===== src/rtl/bbc_pkg.sv =====
// ----------------------------------------------------------------------------
// bbc_pkg
// Types, constants and codes shared by the block buffer cache.
// ----------------------------------------------------------------------------
`timescale 1ns / 1ps

package bbc_pkg;

    localparam int NUM_BUFFERS = 16;
    localparam int BUF_IW      = $clog2(NUM_BUFFERS);
    localparam int CNT_W       = $clog2(NUM_BUFFERS + 1);
    localparam int MAX_RESULTS = 16;
    localparam int RES_W       = $clog2(MAX_RESULTS + 1);
    localparam int IN_W        = 40;
    localparam int OUT_W       = 40;

    localparam logic [2:0] KIND_READ  = 3'd0;
    localparam logic [2:0] KIND_WNOW  = 3'd1;
    localparam logic [2:0] KIND_DWR   = 3'd2;
    localparam logic [2:0] KIND_REL   = 3'd3;
    localparam logic [2:0] KIND_FLUSH = 3'd4;

    localparam logic [1:0] IO_NONE  = 2'd0;
    localparam logic [1:0] IO_READ  = 2'd1;
    localparam logic [1:0] IO_WRITE = 2'd2;

    typedef struct packed {
        logic        valid;
        logic [7:0]  dev;
        logic [23:0] blk;
        logic        done;
        logic        dirty;
        logic        onfree;
    } t_rec;

    typedef struct packed {
        logic [BUF_IW-1:0] nxt;
        logic [BUF_IW-1:0] prv;
    } t_link;

    typedef struct packed {
        logic              en;
        logic [BUF_IW-1:0] addr;
        t_rec              data;
    } t_tag_wr;

    typedef struct packed {
        logic              en_nxt;
        logic              en_prv;
        logic [BUF_IW-1:0] addr;
        t_link             data;
    } t_link_wr;

    typedef struct packed {
        logic        last;
        logic        status;
        logic [23:0] io_block;
        logic [7:0]  io_device;
        logic [1:0]  io_op;
        logic        hit;
        logic [3:0]  idx;
    } t_res;

endpackage


===== src/rtl/block_buffer_cache_lru.sv =====
// ----------------------------------------------------------------------------
// block_buffer_cache_lru
// Block buffer cache with tag search and an LRU free list held in memory.
// ----------------------------------------------------------------------------
// One request at a time. After reset a clearing pass sets up the tag and link
// memories; no request is taken meanwhile. A read request scans the tag memory
// one buffer per cycle until a hit or the last buffer, then does the record
// update and four link-memory steps before it sends its results; a release
// does the record update and the same link-memory steps. A flush visits the
// free list from its head, reading each buffer and skipping it or writing it
// back through the record update and link-memory steps; the link memory has a
// single write port. Results leave through an output register, so a waiting
// result stalls only the next result.
`timescale 1ns / 1ps

module block_buffer_cache_lru (
    input  logic        i_clk,
    input  logic        i_rst_n,
    input  logic        i_s_tvalid,
    output logic        o_s_tready,
    // [2:0] kind
    input  logic [2:0]  i_s_tuser,
    // [7:0] device, [31:8] block, [35:32] buffer_sel, [39:36] zero
    input  logic [39:0] i_s_tdata,
    output logic        o_m_tvalid,
    input  logic        i_m_tready,
    // [3:0] buffer_index, [4] hit, [6:5] io_op, [14:7] io_device,
    // [38:15] io_block, [39] status
    output logic [39:0] o_m_tdata,
    output logic        o_m_tlast
);
    import bbc_pkg::*;

    typedef enum logic [14:0] {
        S_INIT    = 15'h0001,
        S_IDLE    = 15'h0002,
        S_SRCH    = 15'h0004,
        S_RD      = 15'h0008,
        S_CAP     = 15'h0010,
        S_DEC     = 15'h0020,
        S_RM1     = 15'h0040,
        S_RM2     = 15'h0080,
        S_AP1     = 15'h0100,
        S_AP2     = 15'h0200,
        S_POST    = 15'h0400,
        S_EMIT    = 15'h0800,
        S_FL_PUSH = 15'h1000,
        S_FL_NEXT = 15'h2000,
        S_FL_END  = 15'h4000
    } t_state;

    t_state r_state, r_ret;

    logic [2:0]        r_kind;
    logic [7:0]        r_dev;
    logic [23:0]       r_blk;
    logic [BUF_IW:0]   r_ptr;
    logic [BUF_IW-1:0] r_chk, r_addr, r_cur, r_nxt, r_head, r_tail;
    logic              r_chkv, r_hit, r_rm, r_ap, r_more, r_pend_v, r_out_v;
    logic [CNT_W-1:0]  r_count, r_steps, r_s;
    logic [RES_W-1:0]  r_n;
    t_rec              r_rec;
    t_link             r_lnk;
    t_res              r_res, r_res2, r_pend, r_fres, r_out;

    logic [BUF_IW-1:0] w_raddr;
    t_tag_wr           w_tag_wr;
    t_link_wr          w_link_wr;
    t_rec              w_tag_q, w_new;
    t_link             w_link_q;
    logic              w_rm, w_ap, w_wr, w_fmatch, w_smatch, w_out_ld;
    logic [BUF_IW-1:0] w_ini;

    bbc_store u_store (
        .i_clk     (i_clk),
        .i_raddr   (w_raddr),
        .i_tag_wr  (w_tag_wr),
        .i_link_wr (w_link_wr),
        .o_tag_q   (w_tag_q),
        .o_link_q  (w_link_q)
    );

    assign o_s_tready = (r_state == S_IDLE);
    assign o_m_tvalid = r_out_v;
    assign o_m_tdata  = {r_out.status, r_out.io_block, r_out.io_device,
                         r_out.io_op, r_out.hit, r_out.idx};
    assign o_m_tlast  = r_out.last;
    assign w_out_ld   = (r_state == S_EMIT) && (!r_out_v || i_m_tready);

    assign w_ini    = r_ptr[BUF_IW-1:0];
    assign w_raddr  = (r_state == S_SRCH) ? r_ptr[BUF_IW-1:0] : r_addr;
    assign w_smatch = w_tag_q.valid && (w_tag_q.dev == r_dev) && (w_tag_q.blk == r_blk);
    assign w_rm     = r_rec.onfree && (r_count != '0);
    assign w_fmatch = r_rec.dirty && r_rec.valid && (r_rec.dev == r_dev);

    // record update decided from the captured entry
    always_comb begin
        w_new = r_rec;
        w_wr  = 1'b0;
        w_ap  = 1'b0;
        case (r_kind)
            KIND_READ: begin
                w_wr = 1'b1;
                if (!r_hit) begin
                    w_new.valid = 1'b1;
                    w_new.dev   = r_dev;
                    w_new.blk   = r_blk;
                    w_new.dirty = 1'b0;
                end
                w_new.done   = 1'b1;
                w_new.onfree = w_rm ? 1'b0 : r_rec.onfree;
            end
            KIND_WNOW, KIND_DWR, KIND_REL: begin
                w_wr = 1'b1;
                w_ap = !r_rec.onfree;
                if (r_rec.valid && r_kind == KIND_WNOW) begin
                    w_new.dirty = 1'b0;
                    w_new.done  = 1'b1;
                end
                if (r_rec.valid && r_kind == KIND_DWR) begin
                    w_new.dirty = 1'b1;
                    w_new.done  = 1'b1;
                end
                w_new.onfree = 1'b1;
            end
            KIND_FLUSH: begin
                w_wr         = w_fmatch;
                w_ap         = w_rm || !r_rec.onfree;
                w_new.dirty  = 1'b0;
                w_new.done   = 1'b1;
                w_new.onfree = 1'b1;
            end
            default: begin
                w_wr = 1'b0;
            end
        endcase
    end

    always_comb begin
        w_tag_wr  = '{en: 1'b0, addr: r_cur, data: w_new};
        w_link_wr = '{en_nxt: 1'b0, en_prv: 1'b0, addr: r_cur, data: r_lnk};
        case (r_state)
            S_INIT: begin
                w_tag_wr.en     = 1'b1;
                w_tag_wr.addr   = w_ini;
                w_tag_wr.data   = '{valid: 1'b0, dev: '0, blk: '0, done: 1'b0,
                                    dirty: 1'b0, onfree: 1'b1};
                w_link_wr.en_nxt   = 1'b1;
                w_link_wr.en_prv   = 1'b1;
                w_link_wr.addr     = w_ini;
                w_link_wr.data.nxt = (w_ini != '0) ? w_ini - 1'b1 : '0;
                w_link_wr.data.prv = (w_ini != BUF_IW'(NUM_BUFFERS - 1)) ? w_ini + 1'b1 : '0;
            end
            S_DEC: begin
                w_tag_wr.en = w_wr;
            end
            S_RM1: begin
                w_link_wr.en_nxt   = r_rm && (r_cur != r_head);
                w_link_wr.addr     = r_lnk.prv;
                w_link_wr.data.nxt = r_lnk.nxt;
            end
            S_RM2: begin
                w_link_wr.en_prv   = r_rm && (r_cur != r_tail);
                w_link_wr.addr     = r_lnk.nxt;
                w_link_wr.data.prv = r_lnk.prv;
            end
            S_AP1: begin
                w_link_wr.en_nxt   = r_ap && (r_count != '0);
                w_link_wr.addr     = r_tail;
                w_link_wr.data.nxt = r_cur;
            end
            S_AP2: begin
                w_link_wr.en_prv   = r_ap && (r_count != '0);
                w_link_wr.addr     = r_cur;
                w_link_wr.data.prv = r_tail;
            end
            default: begin
                w_tag_wr.en = 1'b0;
            end
        endcase
    end

    always_ff @(posedge i_clk) begin
        if (!i_rst_n) begin
            r_state  <= S_INIT;
            r_ret    <= S_IDLE;
            r_ptr    <= '0;
            r_chkv   <= 1'b0;
            r_head   <= BUF_IW'(NUM_BUFFERS - 1);
            r_tail   <= '0;
            r_count  <= CNT_W'(NUM_BUFFERS);
            r_out_v  <= 1'b0;
            r_pend_v <= 1'b0;
            r_more   <= 1'b0;
            r_rm     <= 1'b0;
            r_ap     <= 1'b0;
            r_hit    <= 1'b0;
        end else begin
            if (w_out_ld) begin
                r_out_v <= 1'b1;
                r_out   <= r_res;
            end else if (r_out_v && i_m_tready) begin
                r_out_v <= 1'b0;
            end

            case (r_state)
                S_INIT: begin
                    r_ptr <= r_ptr + 1'b1;
                    if (w_ini == BUF_IW'(NUM_BUFFERS - 1)) begin
                        r_state <= S_IDLE;
                    end
                end
                S_IDLE: begin
                    if (i_s_tvalid) begin
                        r_kind <= i_s_tuser;
                        r_dev  <= i_s_tdata[7:0];
                        r_blk  <= i_s_tdata[31:8];
                        r_more <= 1'b0;
                        r_ret  <= S_IDLE;
                        r_res  <= '{last: 1'b1, default: '0};
                        case (i_s_tuser)
                            KIND_READ: begin
                                r_ptr   <= '0;
                                r_chkv  <= 1'b0;
                                r_state <= S_SRCH;
                            end
                            KIND_WNOW, KIND_DWR, KIND_REL: begin
                                r_addr  <= i_s_tdata[35:32];
                                r_cur   <= i_s_tdata[35:32];
                                r_state <= S_RD;
                            end
                            KIND_FLUSH: begin
                                r_n      <= '0;
                                r_s      <= '0;
                                r_steps  <= r_count;
                                r_pend_v <= 1'b0;
                                r_addr   <= r_head;
                                r_cur    <= r_head;
                                r_state  <= (r_count == '0) ? S_FL_END : S_RD;
                            end
                            default: begin
                                r_state <= S_EMIT;
                            end
                        endcase
                    end
                end
                S_SRCH: begin
                    r_ptr  <= r_ptr + 1'b1;
                    r_chk  <= r_ptr[BUF_IW-1:0];
                    r_chkv <= 1'b1;
                    if (r_chkv && w_smatch) begin
                        r_hit   <= 1'b1;
                        r_cur   <= r_chk;
                        r_rec   <= w_tag_q;
                        r_lnk   <= w_link_q;
                        r_state <= S_DEC;
                    end else if (r_chkv && r_chk == BUF_IW'(NUM_BUFFERS - 1)) begin
                        r_hit <= 1'b0;
                        if (r_count == '0) begin
                            r_res.status <= 1'b1;
                            r_state      <= S_EMIT;
                        end else begin
                            r_addr  <= r_head;
                            r_cur   <= r_head;
                            r_state <= S_RD;
                        end
                    end
                end
                S_RD: begin
                    r_state <= S_CAP;
                end
                S_CAP: begin
                    r_rec   <= w_tag_q;
                    r_lnk   <= w_link_q;
                    r_state <= S_DEC;
                end
                S_DEC: begin
                    r_nxt <= r_lnk.nxt;
                    case (r_kind)
                        KIND_READ: begin
                            r_ap    <= w_ap;
                            r_rm    <= w_rm;
                            r_state <= S_RM1;
                            if (r_hit) begin
                                r_res <= '{last: 1'b1, status: 1'b0,
                                           io_block: r_rec.done ? '0 : r_blk,
                                           io_device: r_rec.done ? '0 : r_dev,
                                           io_op: r_rec.done ? IO_NONE : IO_READ,
                                           hit: 1'b1, idx: r_cur};
                            end else if (r_rec.dirty && r_rec.valid) begin
                                // write back the old tag ahead of the read
                                r_res  <= '{last: 1'b0, status: 1'b0,
                                            io_block: r_rec.blk, io_device: r_rec.dev,
                                            io_op: IO_WRITE, hit: 1'b0, idx: r_cur};
                                r_res2 <= '{last: 1'b1, status: 1'b0, io_block: r_blk,
                                            io_device: r_dev, io_op: IO_READ,
                                            hit: 1'b0, idx: r_cur};
                                r_more <= 1'b1;
                            end else begin
                                r_res <= '{last: 1'b1, status: 1'b0, io_block: r_blk,
                                           io_device: r_dev, io_op: IO_READ,
                                           hit: 1'b0, idx: r_cur};
                            end
                        end
                        KIND_FLUSH: begin
                            r_rm    <= w_fmatch && w_rm;
                            r_ap    <= w_fmatch && w_ap;
                            r_fres  <= '{last: 1'b0, status: 1'b0, io_block: r_rec.blk,
                                         io_device: r_rec.dev, io_op: IO_WRITE,
                                         hit: 1'b0, idx: r_cur};
                            r_state <= w_fmatch ? S_RM1 : S_FL_NEXT;
                        end
                        default: begin
                            r_ap    <= w_ap;
                            r_rm    <= 1'b0;
                            r_state <= S_RM1;
                            if (r_kind == KIND_WNOW && r_rec.valid) begin
                                r_res <= '{last: 1'b1, status: 1'b0, io_block: r_rec.blk,
                                           io_device: r_rec.dev, io_op: IO_WRITE,
                                           hit: 1'b0, idx: r_cur};
                            end else begin
                                r_res <= '{last: 1'b1, status: 1'b0, io_block: '0,
                                           io_device: '0, io_op: IO_NONE,
                                           hit: 1'b0, idx: r_cur};
                            end
                        end
                    endcase
                end
                S_RM1: begin
                    if (r_rm && r_cur == r_head) begin
                        r_head <= r_lnk.nxt;
                    end
                    r_state <= S_RM2;
                end
                S_RM2: begin
                    if (r_rm) begin
                        if (r_cur == r_tail) begin
                            r_tail <= r_lnk.prv;
                        end
                        r_count <= r_count - 1'b1;
                    end
                    r_state <= S_AP1;
                end
                S_AP1: begin
                    if (r_ap && r_count == '0) begin
                        r_head <= r_cur;
                    end
                    r_state <= S_AP2;
                end
                S_AP2: begin
                    if (r_ap) begin
                        r_tail  <= r_cur;
                        r_count <= r_count + 1'b1;
                    end
                    r_state <= S_POST;
                end
                S_POST: begin
                    r_state <= (r_kind == KIND_FLUSH) ? S_FL_PUSH : S_EMIT;
                end
                S_EMIT: begin
                    if (w_out_ld) begin
                        if (r_more) begin
                            r_res  <= r_res2;
                            r_more <= 1'b0;
                        end else begin
                            r_state <= r_ret;
                        end
                    end
                end
                S_FL_PUSH: begin
                    // hold the newest write back until its last flag is known
                    r_pend   <= r_fres;
                    r_pend_v <= 1'b1;
                    r_n      <= r_n + 1'b1;
                    if (r_pend_v) begin
                        r_res   <= r_pend;
                        r_ret   <= S_FL_NEXT;
                        r_state <= S_EMIT;
                    end else begin
                        r_state <= S_FL_NEXT;
                    end
                end
                S_FL_NEXT: begin
                    if (CNT_W'(r_s + 1'b1) == r_steps || r_n == RES_W'(MAX_RESULTS)) begin
                        r_state <= S_FL_END;
                    end else begin
                        r_s     <= r_s + 1'b1;
                        r_addr  <= r_nxt;
                        r_cur   <= r_nxt;
                        r_state <= S_RD;
                    end
                end
                S_FL_END: begin
                    if (r_pend_v) begin
                        r_res <= '{last: 1'b1, status: r_pend.status,
                                   io_block: r_pend.io_block, io_device: r_pend.io_device,
                                   io_op: r_pend.io_op, hit: r_pend.hit, idx: r_pend.idx};
                    end else begin
                        r_res <= '{last: 1'b1, default: '0};
                    end
                    r_ret   <= S_IDLE;
                    r_state <= S_EMIT;
                end
                default: begin
                    r_state <= S_IDLE;
                end
            endcase
        end
    end

endmodule


===== src/rtl/bbc_store.sv =====
// ----------------------------------------------------------------------------
// bbc_store
// Tag memory and link memory, one read address for both, with registered read data.
// ----------------------------------------------------------------------------
`timescale 1ns / 1ps

module bbc_store (
    input  logic                      i_clk,
    input  logic [bbc_pkg::BUF_IW-1:0] i_raddr,
    input  bbc_pkg::t_tag_wr          i_tag_wr,
    input  bbc_pkg::t_link_wr         i_link_wr,
    output bbc_pkg::t_rec             o_tag_q,
    output bbc_pkg::t_link            o_link_q
);
    import bbc_pkg::*;

    t_rec  tag_mem  [NUM_BUFFERS];
    t_link link_mem [NUM_BUFFERS];

    always_ff @(posedge i_clk) begin
        if (i_tag_wr.en) begin
            tag_mem[i_tag_wr.addr] <= i_tag_wr.data;
        end
        o_tag_q <= tag_mem[i_raddr];
    end

    // field-masked write on the link entry
    always_ff @(posedge i_clk) begin
        if (i_link_wr.en_nxt) begin
            link_mem[i_link_wr.addr].nxt <= i_link_wr.data.nxt;
        end
        if (i_link_wr.en_prv) begin
            link_mem[i_link_wr.addr].prv <= i_link_wr.data.prv;
        end
        o_link_q <= link_mem[i_raddr];
    end

endmodule


===== config.mk =====
export PLATFORM = sky130hd
export DESIGN_NAME = block_buffer_cache_lru
export DESIGN_NICKNAME = d
export VERILOG_FILES = /design/src/rtl/bbc_pkg.sv /design/src/rtl/block_buffer_cache_lru.sv /design/src/rtl/bbc_store.sv
export SDC_FILE = /design/constraint.sdc
export NUM_CORES = 1
export LEC_CHECK = 0
export ABC_CLOCK_PERIOD_IN_PS = 7100
export BUFFER_PORTS_ARGS = -buffer_cell sky130_fd_sc_hd__buf_2
export CORE_UTILIZATION = 55
export DETAILED_ROUTE_END_ITERATION = 8
export PLACE_DENSITY = 0.75
export SLEW_MARGIN = 20
export SYNTH_ARGS = -nofsm -noshare
export SYNTH_HDL_FRONTEND = slang
export SYNTH_SLANG_ARGS = --single-unit

===== constraint.sdc =====
create_clock -name i_clk -period 7.1 [get_ports i_clk]
set_clock_uncertainty 0.1 [all_clocks]
set_input_delay 0.355 -clock i_clk [delete_from_list [all_inputs] [get_ports i_clk]]
set_output_delay 0.355 -clock i_clk [all_outputs]
set_load 0.02 [all_outputs]

# --- Word-level counts from Yosys, hierarchy flattened ---
# Memory sizes are Yosys's and may differ from the RTL's. A register that Yosys moved wholly into a read port is not among the register bits.
# Cells that the tools add are included.
totals:
  ff_bits: 355
  ramBits: 704
  in_bits: 47
  output_inout_bits: 43
  elab_cells: 306
  memories: 2
memory_table:
  columns: ["name", "words", "word_bits", "read_ports", "rd_clocked_by_memory_dff", "write_ports", "line_no", "source"]
  rows:
  - ["u_store.tag_mem", 16, 36, 1, 1, 1, "bbc_store.sv:17", "t_rec tag_mem [NUM_BUFFERS];"]
  - ["u_store.link_mem", 16, 8, 1, 1, 1, "bbc_store.sv:18", "t_link link_mem [NUM_BUFFERS];"]
classes:
  addsub: 7
  eq_ne: 61
  muxes: 110
  bitwise_logic: 1
  reduce_logical: 71
op_table:
  columns: ["cell", "count"]
  rows:
  - ["41-bit 2-to-1 mux", 6]
  - ["15-bit one-hot mux with 15 select lines", 1]
  - ["39-bit one-hot mux with 5 select lines", 1]
  - ["15-bit 2-to-1 mux", 10]
  - ["15-bit one-hot mux with 3 select lines", 2]
  - ["41-bit one-hot mux with 2 select lines", 1]
  - ["39-bit 2-to-1 mux", 2]
  - ["36-bit one-hot mux with 2 select lines", 1]
  - ["33-bit 2-to-1 mux", 2]
  - ["4-bit 2-to-1 mux", 14]
  - ["14-bit 2-to-1 mux", 3]
  - ["40-bit 2-to-1 mux", 1]
  - ["4-bit one-hot mux with 2 select lines", 5]
  - ["5-bit one-hot mux with 2 select lines", 4]
  - ["36-bit 2-to-1 mux", 1]
  - ["5-bit 2-to-1 mux", 7]
  - ["2-bit inequality test, second input constant", 17]
  - ["3-bit AND reduction", 9]
  - ["1-bit 2-to-1 mux", 26]
  - ["24-bit equality test", 1]
  - ["24-bit 2-to-1 mux", 1]
  - ["4-bit one-hot mux with 3 select lines", 2]
  - ["5-bit by 1-bit adder with 5-bit output, second input constant", 4]
  - ["1-bit logical AND", 18]
  - ["other kinds (62)", 111]

# --- Logic depth before layout (Yosys ltp) ---
# Gate-level depths: netlist of run 1.
depth:
  depth_word: 6
  ltp_mapped: 14
  mapped_depth_nobuf: 11

# --- Hierarchy ---
# Synthesis of run 1 repeated with hierarchy kept, for this count alone.
hier_totals:
  cells_unflattened: 2287
  area_unflattened_um2: 42201.7
by_module_without_submodules:
  columns: ["mod", "instances", "cells_per_inst", "area_each_um2", "seq_area_each_um2"]
  rows:
  - ["bbc_store", 1, 1191, 27470.1, 22021.1]
  - ["block_buffer_cache_lru", 1, 1096, 14731.6, 9829.4]

# --- Least setup slack after synthesis of run 1 ---
# OpenSTA, ideal clock, no wires.
synth_path:
  path_kind: "reg-to-reg"
  startpoint: "register r_state[3]"
  endpoint: "register r_res[0] (netlist bit), enable pin"
  setup_time_ns: 0.537
  t_arrival_ns: 6.416
  required_ns: 6.463
  path_slack_ns: 0.047
  path_stages_with_launch: 8
  n_path_buf: 2
  period_less_slack_ns: 7.053
  cell_sequence: "dfxtp_1 > clkbuf_1 > or4_1 > buf_2 > nor4_1 > nor2_1 > and3_1 > nor4_1"
synth_between:
  elab_cells_between_ends: 13
  classes_between: "eq/ne (10); reduce/logical (3)"
synth_rtl:
  columns: ["element", "line_no", "source"]
  rows:
  - ["start, declared", "block_buffer_cache_lru.sv:52", "t_state r_state, r_ret;"]
  - ["start signal, assigned", "block_buffer_cache_lru.sv:239", "r_state <= (r_count == '0) ? S_FL_END : S_RD;"]
  - ["start signal, assigned", "block_buffer_cache_lru.sv:311", "r_state <= w_fmatch ? S_RM1 : S_FL_NEXT;"]
  - ["start signal, assigned", "block_buffer_cache_lru.sv:358", "r_state <= (r_kind == KIND_FLUSH) ? S_FL_PUSH : S_EMIT;"]
  - ["15-bit by 2-bit equality test with 1-bit output (*)", null, null]
  - ["net o_s_tready", "block_buffer_cache_lru.sv:20", "output logic o_s_tready,"]
  - ["5-bit nonzero test (no line) or 2-bit inequality test (tied branches)", null, null]
  - ["7-bit AND reduction (no line) (*)", null, null]
  - ["end signal, assigned", "block_buffer_cache_lru.sv:285", "r_res <= '{last: 1'b1, status: 1'b0,"]
  - ["end signal, assigned", "block_buffer_cache_lru.sv:292", "r_res <= '{last: 1'b0, status: 1'b0,"]
  - ["end signal, assigned", "block_buffer_cache_lru.sv:300", "r_res <= '{last: 1'b1, status: 1'b0, io_block: r_blk,"]
  - ["end, declared", "block_buffer_cache_lru.sv:64", "t_res r_res, r_res2, r_pend, r_fres, r_out;"]
# Mark *: on every way through the listed nets, which the timed path passes. The rest lies on a longest branch.
# A chain may end at the register's enable or synchronous reset.

# --- Worst setup path in the final report of run 1 ---
layout_path:
  startpoint: "register r_state[10]"
  endpoint: "memory u_store.tag_mem[4][19] (netlist bit), enable pin"
layout_between:
  elab_chain_len: 4
  elab_cells_between_ends: 6
  classes_between: "eq/ne (2); mux (4)"
layout_rtl:
  columns: ["element", "line_no", "source"]
  rows:
  - ["15-bit by 6-bit equality test with 1-bit output or 15-bit by 1-bit equality test with 1-bit output (tied branches)", "block_buffer_cache_lru.sv:142", "case (r_state)"]
  - ["1-bit one-hot mux with 2 select lines", "block_buffer_cache_lru.sv:142", null]
  - ["1-bit 2-to-1 mux", "bbc_store.sv:21", "if (i_tag_wr.en) begin"]
  - ["1-bit 2-to-1 mux (not written as such)", "bbc_store.sv:22", "tag_mem[i_tag_wr.addr] <= i_tag_wr.data;"]
  - ["end, declared", "bbc_store.sv:17", null]
# Several ways; a longest one is shown, not always the timed one.

==> results of run 1 <==
==> Yosys cell counts (5+ instances only) <==
library cell	number
nor3_1	26
nand3_1	65
clkbuf_1	106
inv_1	14
o21a_1	7
and3_1	17
or4_1	8
a31o_2	5
xor2_1	38
a221o_1	33
buf_1	14
nor2_1	104
a32o_1	46
a22oi_1	11
a211o_1	44
ha_1	8
nand3b_1	7
mux2i_1	242
nand4_1	12
a31oi_1	94
dfxtp_1	85
buf_2	36
o21ai_0	24
nor4_2	7
nand2b_1	10
edfxtp_1	1004
and2_1	8
o22ai_1	91
nand2_1	447
buf_6	7
xnor2_1	32
nor3b_1	5
nor2b_1	11
nor4_1	15
a21oi_1	92
==> layout make-up <==
class | count | share of cell area
Sequential cell | 1089 | 0.6603
Tap cell | 1030 | 0.02672
Clock inverter | 54 | 0.01175
Multi-Input combinational cell | 1570 | 0.2138
Inverter | 15 | 0.001167
Timing Repair Buffer | 179 | 0.02708
Clock buffer | 138 | 0.05912
==> stage by stage <==
| step | utilization | hold WS (ns) | total power, mW | area, um2 | setup slack, ns |
|---|---|---|---|---|---|
| 3_3_place_gp | 0.5806 | 0.2913 | 8.323 | 44320 | 2.444 |
| 2_1_floorplan | - | 0.2855 | 8.013 | 42610 | 0.04748 |
| 5_1_grt | 0.6319 | 0.05933 | 14.10 | 48230 | 1.841 |
| 4_1_cts | 0.6305 | 0.01106 | 13.76 | 48120 | 2.239 |
| 3_5_place_dp | 0.5809 | 0.2944 | 8.373 | 44340 | 2.265 |
| 6_report | 0.6319 | 0.03945 | 13.74 | 48230 | 2.105 |
==> cells by family after synthesis <==
group                      Yosys count  synth area share
AOI/OAI and AO/OA                  482           0.07949
xor gates and xnor gates            70           0.01439
adders and majority gates            9          0.002819
buffers and inverters              179           0.01815
DFF                               1089            0.7475
muxes                              246           0.05790
and+or+nand+nor                    763           0.07978
==> state kept, by name, indices dropped and copies added (netlist names), 15 cells and up <==
signal and flops:
r_res2 36, r_rec 36, u_store.o_tag_q 36, r_res 41
o_m_tdata 40, r_blk 24, u_store.link_mem 128, r_state 15
r_fres 36, r_pend 36, u_store.tag_mem 576
==> power by group <==
group	internal [mW]	total, mW	switching (mW)
Combinational	0.188	0.828	0.640
Sequential	7.37	7.46	0.0876
Clock	3.16	5.45	2.29
Total	10.7	13.7	3.02
==> worst min path at each step <==
stage,end,slack [ns]
6_report,r_ret[13],0.04
5_1_grt,r_ret[13],0.06
4_1_cts,r_ret[13],0.01
3_5_place_dp,r_lnk[6],0.29
3_3_place_gp,r_lnk[5],0.29
2_1_floorplan,r_lnk[0],0.29
==> worst register-to-register path, stage by stage, from the launching register on <==
cell	delay, ns
dfxtp_1	0.38
or4_1	0.78
nor3b_1	0.61
nand2_1	0.62
mux2i_1	0.46
nand2b_1	0.32
nor2_4	0.90
buf_4	0.49
==> timing repair <==
| item | in CTS | in global routing |
|---|---|---|
| hold buffers | 37 | 0 |
| hold endpoints to repair | 43 | 0 |
| endpoints found under the setup margin | 0 | 0 |
==> routing by layer <==
metal	vias up	wire length, um
met5	-	0
met2	1221	48470
met4	0	2318
met1	12690	39730
li1	11150	-
met3	169	9230
==> qor.csv, run 1 <==
metric;value;unit
share of cells above drive strength 1;0.1274;
met2 Use GR;0.4175;
die area;78590;um2
global-route wire length before repair;149100;um
row cnt;101;
status;finished, final reports clean;
Crit. End Element;flop;
Worst EP arrival;5.22;ns
TritonCTS clock tree;built;
fillcell total;5267;
Synth Flop Type;edfxtp_1;
vias per cell;6.191;
Lkg Pwr;16.80;nW
storage element area;31850;um2
WL per Instance;24.48;um
Worst-Margin Slew;1.152;ns
core area;76330;um2
H-tree depth;3;
Worst IR Drop VDD;0.0002082;V
final slew viol count;0;
grt peak-use layer;met2;
fmax;200.2;MHz
setup repair bufs after CTS;0;
Slew headroom;0.2318;
start point of the critical path;r_state[10];
1st-pass router iterations;6;
Mapped Nets;2894;
IO Port Bufs;85;
Mapped Area;42610;um2
Worst Hold Class;in -> reg;
GR Layer Usage met3;0.04422;
CP Depth;7;
RR Endpoint;u_store.tag_mem[4][19];
clk_lat worst skew;0.68;ns
initial antenna violation count;1;
number of flops mapped to enable cells by yosys;1004;
CTS resizes;0;
ANT nets after route;0;
setup TNS;0;ns
multi-input combinational cell area;10310;um2
Async SR Flop Fraction;0;
Avg Inst Size Synth;15.01;um2
flop-to-flop setup slack;2.10;ns
RSZ-0062 raised after global routing;false;
most frequent cells in the layout;1,004 x edfxtp_1, 442 x nand2_1, 241 x mux2i_1;
diode count;0;
CTS Root Cell;clkbuf_16;
clk sinks;1089;
Crit Reg-Reg Startpoint;r_state[10];
TritonCTS buffer count;104;
WP buf/inv;1;
Critical Path End;u_store.tag_mem[4][19];
top cells by area, synth;edfxtp_1 71%, mux2i_1 5.7%, dfxtp_1 4.0%;
PwrDens;284.8;nW/um2
Post-Layout Cell Count;4075;
dpl hpwl;58890;um
worst r2r path cells;7;
NumNets Final;3015;
Seq/Total Area, Yosys;0.7475;
post-synth top area share;0.7075;
crit share post-route;0.7035;
vias in the first global route;24860;
Syn Inst Count;2838;
cell count after placement;3844;
Initial Util;0.5583;
CP Cell Sequence;or4_1 -> nor3b_1 -> nand2_1 -> mux2i_1 -> nand2b_1 -> nor2_4 -> buf_4;
DR vias;25230;
Hold Path Origin;i_s_tvalid;
global-route usage over all layers;0.2534;
Hold Crit Depth;4;
P&R area growth vs syn;13.20;%
Setup-failing EPs final;0;
total number of yosys warnings;0;
DRC Markers;0;
clk slew on worst S/H paths;0.06;ns
GR Util met1;0.3461;
Largest stage delay, worst path;0.90;ns
critical path startpoint category;flop;
Seq cells post-synth;1089;
synth unique cells;70;
clk buf depth;3;
Max Cap Viol;0;
Die Span X;280.3;um
leading cell type in the layout, fill and taps excluded;edfxtp_1;
drt first-iter violations;2942;
Final GP Congestion;0.9121;
post-layout min period;4.995;ns
CP max FO;19;
Hold Fails Final Rpt;0;
crit-path leading delay family;simple AND/OR/NAND/NOR gates;
IO Pins;90;
routed wire length;99750;um
Die Ht;280.3;um
slowest CP cell;nor2_4;
Synth area leader;edfxtp_1;
largest net degree at the start of global routing;96;
CP required;7.32;ns
grt ovf;0;
Worst Setup Path Type;reg -> reg;
Note: power is estimated with default switching activity, not from simulation.
==> run 2: changes to the inputs <==
Settings changed: ABC_CLOCK_PERIOD_IN_PS 7100 to 4550, PLACE_DENSITY 0.75 to 0.78.
Clock period 7.1 ns to 4.55 ns, I/O delays scaled along.
==> qor.csv, run 2 (synthesis gave the netlist of run 1 again) <==
metric;value;unit;change
fmax;247.8;MHz;was 200.2 MHz
global-route usage over all layers;0.2576;;was 0.2534
Setup-failing EPs final;0;;unchanged
clk sinks;1089;;unchanged
dpl hpwl;60850;um;was 58,890 um
core area;76330;um2;unchanged
vias in the first global route;25270;;was 24,860
die area;78590;um2;unchanged
Worst Setup Path Type;reg -> reg;;unchanged
post-layout worst setup margin;0.5147;ns;was 2.105 ns
most frequent cells in the layout;1,004 x edfxtp_1, 442 x nand2_1, 241 x mux2i_1;;unchanged
CTS Root Cell;clkbuf_16;;unchanged
clk buf depth;3;;unchanged
DRC Markers;0;;unchanged
clk_lat worst skew;0.67;ns;was 0.68 ns
RR Endpoint;u_store.tag_mem[5][35];;was u_store.tag_mem[4][19]
Worst Hold Class;in -> reg;;unchanged
grt ovf;0;;unchanged
vias per cell;6.268;;was 6.191
Largest regs;u_store.tag_mem x576, u_store.link_mem x128, r_res x41;;unchanged
Hold Crit Depth;5;;was 4
setup repair bufs after CTS;0;;unchanged
CP max FO;19;;unchanged
final design utilization;0.6384;;was 0.6319
initial antenna violation count;0;;was 1
Worst EP arrival;4.30;ns;was 5.22 ns
Max Cap Viol;0;;unchanged
leading cell type in the layout, fill and taps excluded;edfxtp_1;;unchanged
P&R area growth vs syn;14.36;%;was 13.20%
routed wire length;102300;um;was 99,750 um
Hold Fails Final Rpt;0;;unchanged
global-route wire length before repair;151400;um;was 149,100 um
NumNets Final;3051;;was 3,015
crit share post-route;0.8869;;was 0.7035
CP required;4.81;ns;was 7.32 ns
IO Port Bufs;85;;unchanged
start point of the critical path;r_state[10];;unchanged
RSZ-0062 raised after global routing;false;;unchanged
Final GP Congestion;0.9126;;was 0.9121
DR vias;25770;;was 25,230
drt first-iter violations;3595;;was 2,942
max reg flops;576;;unchanged
fillcell total;5084;;was 5,267
Worst IR Drop VDD;0.0003287;V;was 0.0002082 V
post-layout min period;4.035;ns;was 4.995 ns
Critical Path End;u_store.tag_mem[5][35];;was u_store.tag_mem[4][19]
PwrDens;443.4;nW/um2;was 284.8 nW/um2
Slew headroom;0.2491;;was 0.2318
WL per Instance;24.89;um;was 24.48 um
Die Ht;280.3;um;unchanged
diode count;0;;unchanged
Post-DP Area;44860;um2;was 44,340 um2
flop-to-flop setup slack;0.51;ns;was 2.10 ns
share of cells above drive strength 1;0.1382;;was 0.1274
Post-Layout Cell Count;4112;;was 4,075
1st-pass router iterations;6;;unchanged
TritonCTS clock tree;built;;unchanged
final slew viol count;0;;unchanged
Initial Util;0.5583;;unchanged
Biggest register;u_store.tag_mem;;unchanged
H-tree depth;3;;unchanged
DP Worst Slack;0.5328;ns;was 2.265 ns
TritonCTS buffer count;101;;was 104
critical path startpoint category;flop;;unchanged
Worst-Margin Slew;1.126;ns;was 1.152 ns
ANT nets after route;0;;unchanged
setup TNS;0;ns;unchanged
largest net degree at the start of global routing;68;;was 96
IO Pins;90;;unchanged
clk slew on worst S/H paths;0.06;ns;about the same
row cnt;101;;unchanged
worst r2r path cells;7;;unchanged
cell count after placement;3883;;was 3,844
fin area;48730;um2;was 48,230 um2
status;finished, final reports clean;;unchanged
Lkg Pwr;17.06;nW;was 16.80 nW
Crit. End Element;flop;;unchanged
Crit Reg-Reg Startpoint;r_state[10];;unchanged
Die Span X;280.3;um;unchanged
-- run 2: layout make-up --
cell class                      instances  area (um2)  area share
Sequential cell                      1089       31850      0.6536
Multi-Input combinational cell       1570       10310      0.2116
Clock buffer                          127        2686     0.05513
Timing Repair Buffer                  218        1807     0.03708
Tap cell                             1030        1289     0.02645
Clock inverter                         63       728.2     0.01494
Inverter                               15       56.30    0.001155
-- run 2: per-layer routing --
layer / wire (um) / GRT usage / vias up / part of all wire
met2: 49730 / 0.4285 / 1441 / 0.49
met3: 9616 / 0.03731 / 228 / 0.094
li1: - / - / 11230 / -
met5: 0 / 0 / - / 0
met4: 3045 / 0.08897 / 0 / 0.030
met1: 39940 / 0.3488 / 12880 / 0.39
-- run 2: worst min-delay path by stage --
stage | from | to | slack, ns
finish | i_s_tdata[32] | r_addr[0] | 0.10
global route | i_s_tdata[34] | r_addr[2] | 0.12
CTS | i_s_tdata[34] | r_addr[2] | 0.07
detailed placement | u_store.o_link_q[6] | r_lnk[6] | 0.29
global placement | u_store.o_link_q[4] | r_lnk[4] | 0.29
floorplan | i_s_tdata[8] | r_blk[0] | 0.23
-- run 2: timing repair --
action                    in CTS  in global routing
hold endpoints to repair      53                  0
resized for setup              0                  0
hold buffers                  38                  0
-- run 2: metrics by stage --
| step | hold slack, ns | total power [mW] |
|---|---|---|
| floorplan | 0.2264 | 12.50 |
| global placement | 0.2936 | 13.05 |
| detailed placement | 0.2934 | 13.12 |
| CTS | 0.06858 | 21.63 |
| global route | 0.1192 | 22.13 |
| finish | 0.1008 | 21.60 |
-- run 2: worst max-delay path: stages (launching register included) --
cell and delay, ns:
dfxtp_1 0.38, or4_1 0.78, nor4_2 0.45, nand4b_1 0.29
o32a_1 0.41, or2_2 0.39, nor2_4 0.66, buf_12 0.28
-- run 2: report_power, final --
group / switching (mW) / internal, mW / leakage, nW
registers: 0.141 / 11.5 / 9.89
clock network: 3.60 / 5.00 / 1.68
logic: 1.02 / 0.338 / 5.49
total: 4.77 / 16.8 / 17.1
